<file path="src/rtl/salc_pkg.sv">
// ----------------------------------------------------------------------------
// salc_pkg
// Shared types and constants of the set-associative LRU cache tag store:
// register map, reset values and the controller-to-datapath command group.
// ----------------------------------------------------------------------------
package salc_pkg;

   // register map, word index taken from paddr[3:2]
   localparam logic [1:0] CSR_OFFSET_BITS = 2'd0;
   localparam logic [1:0] CSR_INDEX_BITS  = 2'd1;
   localparam logic [1:0] CSR_WAYS_IN_USE = 2'd2;

   localparam int CSR_ADDR_W = 4;
   localparam int CSR_DATA_W = 32;
   localparam int CFG_W      = 4;

   localparam logic [CFG_W-1:0] OFFSET_BITS_RST = 4'd0;
   localparam logic [CFG_W-1:0] INDEX_BITS_RST  = 4'd8;
   localparam logic [CFG_W-1:0] WAYS_IN_USE_RST = 4'd8;

   // widest set index taken from the address
   localparam int               IDX_W          = 12;
   localparam logic [CFG_W-1:0] MAX_INDEX_BITS = 4'd12;

   // fixed-point shift of the reciprocal used to fold the index onto the sets
   localparam int RECIP_SHIFT = 16;

   typedef struct packed {
      logic load_req;   // capture the accepted request
      logic calc_quot;  // register the folding quotient
      logic read_row;   // read the set row
      logic lookup;     // register hit, chosen way and age limit
      logic write_row;  // write the updated set row
      logic clear_row;  // clear valid bits and ages of one set
      logic load_rsp;   // load the result register
   } cmd_type;

endpackage

</file>
<file path="src/rtl/salc_ctrl.sv">
// ----------------------------------------------------------------------------
// salc_ctrl
// Sequencing of the tag store: post-reset clearing sweep, then one access at
// a time through index folding, row read, lookup and row update.
// ----------------------------------------------------------------------------
module salc_ctrl
   import salc_pkg::*;
#(
   parameter int MAX_SETS = 256,
   parameter int SET_W    = 8
) (
   input  logic             clock,
   input  logic             reset,
   input  logic             req_valid,
   output logic             req_stall,
   output logic             rsp_valid,
   input  logic             rsp_stall,
   output cmd_type          cmd,
   output logic [SET_W-1:0] clear_addr
);

   typedef enum logic [2:0] {
      S_CLEAR,
      S_IDLE,
      S_HASH,
      S_READ,
      S_LOOKUP,
      S_UPDATE
   } state_type;

   localparam logic [SET_W-1:0] LAST_SET = SET_W'(MAX_SETS - 1);

   state_type        state_ff;
   logic [SET_W-1:0] clear_cnt_ff;
   logic             rsp_valid_ff;
   logic             rsp_free;

   // result slot can take a new result this cycle
   assign rsp_free   = !rsp_valid_ff || !rsp_stall;
   assign req_stall  = (state_ff != S_IDLE);
   assign rsp_valid  = rsp_valid_ff;
   assign clear_addr = clear_cnt_ff;

   always_comb begin
      cmd           = '0;
      cmd.load_req  = (state_ff == S_IDLE) && req_valid;
      cmd.calc_quot = (state_ff == S_HASH);
      cmd.read_row  = (state_ff == S_READ);
      cmd.lookup    = (state_ff == S_LOOKUP);
      cmd.write_row = (state_ff == S_UPDATE) && rsp_free;
      cmd.load_rsp  = (state_ff == S_UPDATE) && rsp_free;
      cmd.clear_row = (state_ff == S_CLEAR);
   end

   always_ff @(posedge clock) begin
      if (reset) begin
         state_ff     <= S_CLEAR;
         clear_cnt_ff <= '0;
         rsp_valid_ff <= 1'b0;
      end else begin
         if ((state_ff == S_UPDATE) && rsp_free) begin
            rsp_valid_ff <= 1'b1;
         end else if (rsp_valid_ff && !rsp_stall) begin
            rsp_valid_ff <= 1'b0;
         end
         unique case (state_ff)
            S_CLEAR: begin
               clear_cnt_ff <= clear_cnt_ff + 1'b1;
               if (clear_cnt_ff == LAST_SET) begin
                  state_ff <= S_IDLE;
               end
            end
            S_IDLE: begin
               if (req_valid) begin
                  state_ff <= S_HASH;
               end
            end
            S_HASH:   state_ff <= S_READ;
            S_READ:   state_ff <= S_LOOKUP;
            S_LOOKUP: state_ff <= S_UPDATE;
            S_UPDATE: begin
               if (rsp_free) begin
                  state_ff <= S_IDLE;
               end
            end
            default: state_ff <= S_IDLE;
         endcase
      end
   end

endmodule

</file>
<file path="config.mk">
export PLATFORM = sky130hd
export DESIGN_NAME = salc_ctrl
export DESIGN_NICKNAME = d
export VERILOG_FILES = /design/src/rtl/salc_pkg.sv /design/src/rtl/salc_ctrl.sv
export SDC_FILE = /design/constraint.sdc
export NUM_CORES = 1
export LEC_CHECK = 0
export ABC_AREA = 1
export BUFFER_PORTS_ARGS = -buffer_cell sky130_fd_sc_hd__buf_2
export CORE_UTILIZATION = 42
export DETAILED_ROUTE_END_ITERATION = 12
export GPL_ROUTABILITY_DRIVEN = 1
export PLACE_DENSITY = 0.71
export SETUP_SLACK_MARGIN = 0.2
export SLEW_MARGIN = 30
export SYNTH_ARGS = -nofsm -noshare
export SYNTH_HDL_FRONTEND = slang
export SYNTH_SLANG_ARGS = --single-unit
export TNS_END_PERCENT = 30
</file>
<file path="constraint.sdc">
create_clock -name clock -period 1.1 [get_ports clock]
set_clock_uncertainty 0.15 [all_clocks]
set_input_delay 0.22 -clock clock [delete_from_list [all_inputs] [get_ports clock]]
set_output_delay 0.22 -clock clock [all_outputs]
set_load 0.005 [all_outputs]
</file>
## Word level (Yosys, flattened, before mapping)

Cells that the tools add are included.

| operators by class | value |
|---|---|
| add/sub/neg operators | 1 |
| eq/ne operators | 10 |
| muxes and demuxes | 6 |
| reductions and logical operators | 9 |

Operators with widths:

| kind | count |
|---|---|
| 3-bit case mux with 6 select lines | 1 |
| 3-bit 2-to-1 mux | 3 |
| 8-bit by 1-bit adder with 8-bit output, second input constant | 1 |
| 8-bit equality test, second input constant | 1 |
| 3-bit by 2-bit equality test with 1-bit output, second input constant | 2 |
| 3-bit equality test, second input constant | 2 |
| 2-bit inequality test, second input constant | 2 |
| 3-bit by 1-bit equality test with 1-bit output, second input constant | 1 |
| 1-bit logical AND | 3 |
| 3-bit zero test | 1 |
| 3-bit by 1-bit inequality test with 1-bit output, second input constant | 1 |
| 3-bit AND reduction | 1 |
| 1-bit zero test | 2 |
| 1-bit 2-to-1 mux | 2 |
| 2-bit by 1-bit inequality test with 1-bit output, second input constant | 1 |
| 2-bit nonzero test | 1 |
| 1-bit logical OR | 1 |

| storage, ports and cells | value |
|---|---|
| bits in registers | 12 |
| output and inout port bits | 17 |
| logic and storage cells | 29 |

## Logic depth before layout (Yosys ltp)

| depth | value |
|---|---|
| depth after elaboration | 4 |
| mapped depth | 7 |
| mapped depth without buffers | 7 |

## Worst setup path before layout

OpenSTA, ideal clock, no wires.

| path | value |
|---|---|
| path kind | reg2out |
| start point | register state_ff[0] |
| end point | output port cmd[2] in the netlist's numbering |
| arrival time | 942 ps |
| setup slack | -212 ps |
| cell stages (with the launch flop) | 6 |
| path buffers | 1 |
| path through | dfxtp_1 > inv_2 > nor2_2 > nand2_1 > nor2_1 > buf_4 |

RTL lines:

| what | line | RTL |
|---|---|---|
| start, declared | salc_ctrl.sv:33 | `state_type state_ff;` |
| start signal, assigned | salc_ctrl.sv:57 | `state_ff <= S_CLEAR;` |
| start signal, assigned | salc_ctrl.sv:70 | `state_ff <= S_IDLE;` |
| start signal, assigned | salc_ctrl.sv:75 | `state_ff <= S_HASH;` |
| end, declared | salc_ctrl.sv:18 | `output cmd_type cmd,` |

==> metrics.cfg <==
[drt]
viasPerCell=4.94
drt_iter0_drc=22
drc=0
wl_per_cell_um=12.3
routed_wl_um=1750
top_layer=met4
wl_met2_um=912
num_vias=707
dr.pass1.iters=4
wl_met1_um=740
wl_met3_um=73
antenna_left=0

[clock_network]
cts.sinks=12
clkTransAtPathRegs_ns=0.08
clk_path_buf_depth=2
cts_hold_buf=0
cts_tree=built
clock_latency_ns=0.28
htreeDepth=1
clockRootBuffer=clkbuf_4
cts_made_buffers=3

[final_layout]
area_growth_pct=64.0
antenna_cells=0
finalInstanceArea_um2=1040
fin_nets=134
fin_util=0.769
drive_above_1_share=0.531

[power_and_ir_drop]
total_leakage_power_nw=0.527
ir_worst_vdd_mv=1.03
powerDensity_nw_per_um2=875

[synth]
syn_nets=96
syn_area_um2=633
yosysSeqAreaShare=0.379
synth.area.top_cells=dfxtp_1 38%, nand2_1 10%, nor2_1 8.3%
ys_ff_latch=12
ys_types=21
synth_top_cell_area_share=0.379
yosys.area.top_type=dfxtp_1
yosys_warnings=0
syn_inst=91
syn_avg_cell_area_um2=6.96

[sta]
maxSlewHeadroom=0.853
rsz0062_at_grt=yes
setup-tns-final_ns=-4.66
hold_viol=0
min_period_over_period=1.34
fmax_ghz=0.680
final.setup.worst_slack_ns=-0.370
report.final.slew_viol_count=0
fin_crit_ns=1.47
finalSetupViolations=27
worst_pin_slew_ns=0.220

[global_route]
grt_start_max_net_pins=8
grt_usage=0.255
grt_pass1_vias=635
antenna_found_initial=0
grt-ovfl-total=0
grt_pass1_wl_um=2690

[placed_design]
hpwlAfterDp_um=1150
gp_congestion=0.766
dpl_cell_area_um2=872
port-buffer-count=20

[floorplanning]
std_cell_rows=13
io_pins=21
start_util=0.469
die_area_um2=1670
core_um2=1350
die_y_um=40.8
fp.dieW_um=40.8

[outcome]
status=complete, but fails checks
violations=negative setup slack

[critical_path]
crit_buf_inv=2
arrival_ns=1.10
crit_slowest_cell=dfxtp_4
crit_chain=inv_4 -> nor2_4 -> nand2_2 -> nor2_4 -> buf_2
crit_family=flip-flops
crit_type=reg2out
worstPathRequired_ns=0.73
crit_path_end_kind=primary output
critPathMaxFanout=3
crit_top_cell=nor2_4
worstSetupStartpointType=flip-flop
slowest_delay_ns=0.38

[job]
drv_cap=0

[min_path]
min_path_type=in2reg

[power by group]
part / internal [mW] / switching (mW)
combinational: 0.0546 / 0.0374
clock: 0.201 / 0.162
sequential: 0.440 / 0.0138
total: 0.696 / 0.213
[layer usage]
metal | global-route usage | up-vias
li1 | - | 358
met1 | 0.291 | 325
met2 | 0.445 | 20
met3 | 0.0652 | 4
met4 | 0.100 | 0
met5 | 0 | -
[flip-flops by register name, indices dropped and copies added, names as in the netlist]
signal / count
clear_addr: 8
state_ff: 3
rsp_valid: 1
[kinds of logic (layout without fill, tap and decap cells)]
family	count (synthesis)	in the layout	share of synthesized area
adder cells (fa/ha/maj)	1	1	0.0198
AND/OR/NAND/NOR	49	49	0.387
buffers and inverters	17	54	0.107
XOR/XNOR	1	1	0.0138
flip-flops	12	12	0.379
AO/OA/AOI/OAI	11	11	0.0929
[worst min-delay path: cells and delay by family]
kind	cells	cell delay [ns]
AND/OR/NAND/NOR	1	0.09
AO/OA/AOI/OAI	1	0.06
buffers and inverters	1	0.09
[cells in the mapped netlist, drive strengths merged]
cell,count
a21oi,6
a31oi,1
buf,1
dfxtp,12
ha,1
inv,16
nand2,19
nand3,10
nand4,2
nor2,18
o21ai,3
o21bai,1
xor2,1
[final cells by class]
cell class                      count  area (µm²)
Clock buffer                        4        36.3
Tap cell                           15        18.8
Sequential cell                    12         264
Fill cell                          98         312
Timing Repair Buffer               34         265
Multi-Input combinational cell     62         389
Inverter                           16        65.1
[final timing paths]
kind,start,endpoint,slack [ns],cells past startpoint
min reg2reg,rsp_valid,rsp_valid,0.36,2
max,state_ff[0],cmd[2],-0.37,5
max reg2reg,state_ff[0],clear_addr[7],-0.21,8
min,rsp_stall,rsp_valid,0.07,3
[what timing repair did]
action                                  4_1_cts  5_1_grt
buffers inserted                              3        0
endpoints found under the setup margin       29       29
endpoints found under the hold margin         0        0
pin swaps                                     2        0
resized for setup                            17       13
[placed cells by master, fill, tap and decap left out, drive strengths merged]
cell type,count
inv,16
clkbuf,4
o21ai,3
buf,34
a31oi,1
dfxtp,12
o21bai,1
xor2,1
a21oi,6
nand3,10
ha,1
nand4,2
nand2,19
nor2,18
[through the flow]
stage	setup slack (ns)	power (mW)	hold WS (ns)	cells
floorplan	-0.0686	0.491	0.133	91
global placement	-0.116	0.529	0.317	136
detailed placement	-0.124	0.528	0.331	136
CTS	-0.373	0.911	0.0536	143
global route	-0.457	0.940	0.0796	143
finish	-0.370	0.909	0.0678	143
No activity file was read; power rests on OpenSTA's default activity.
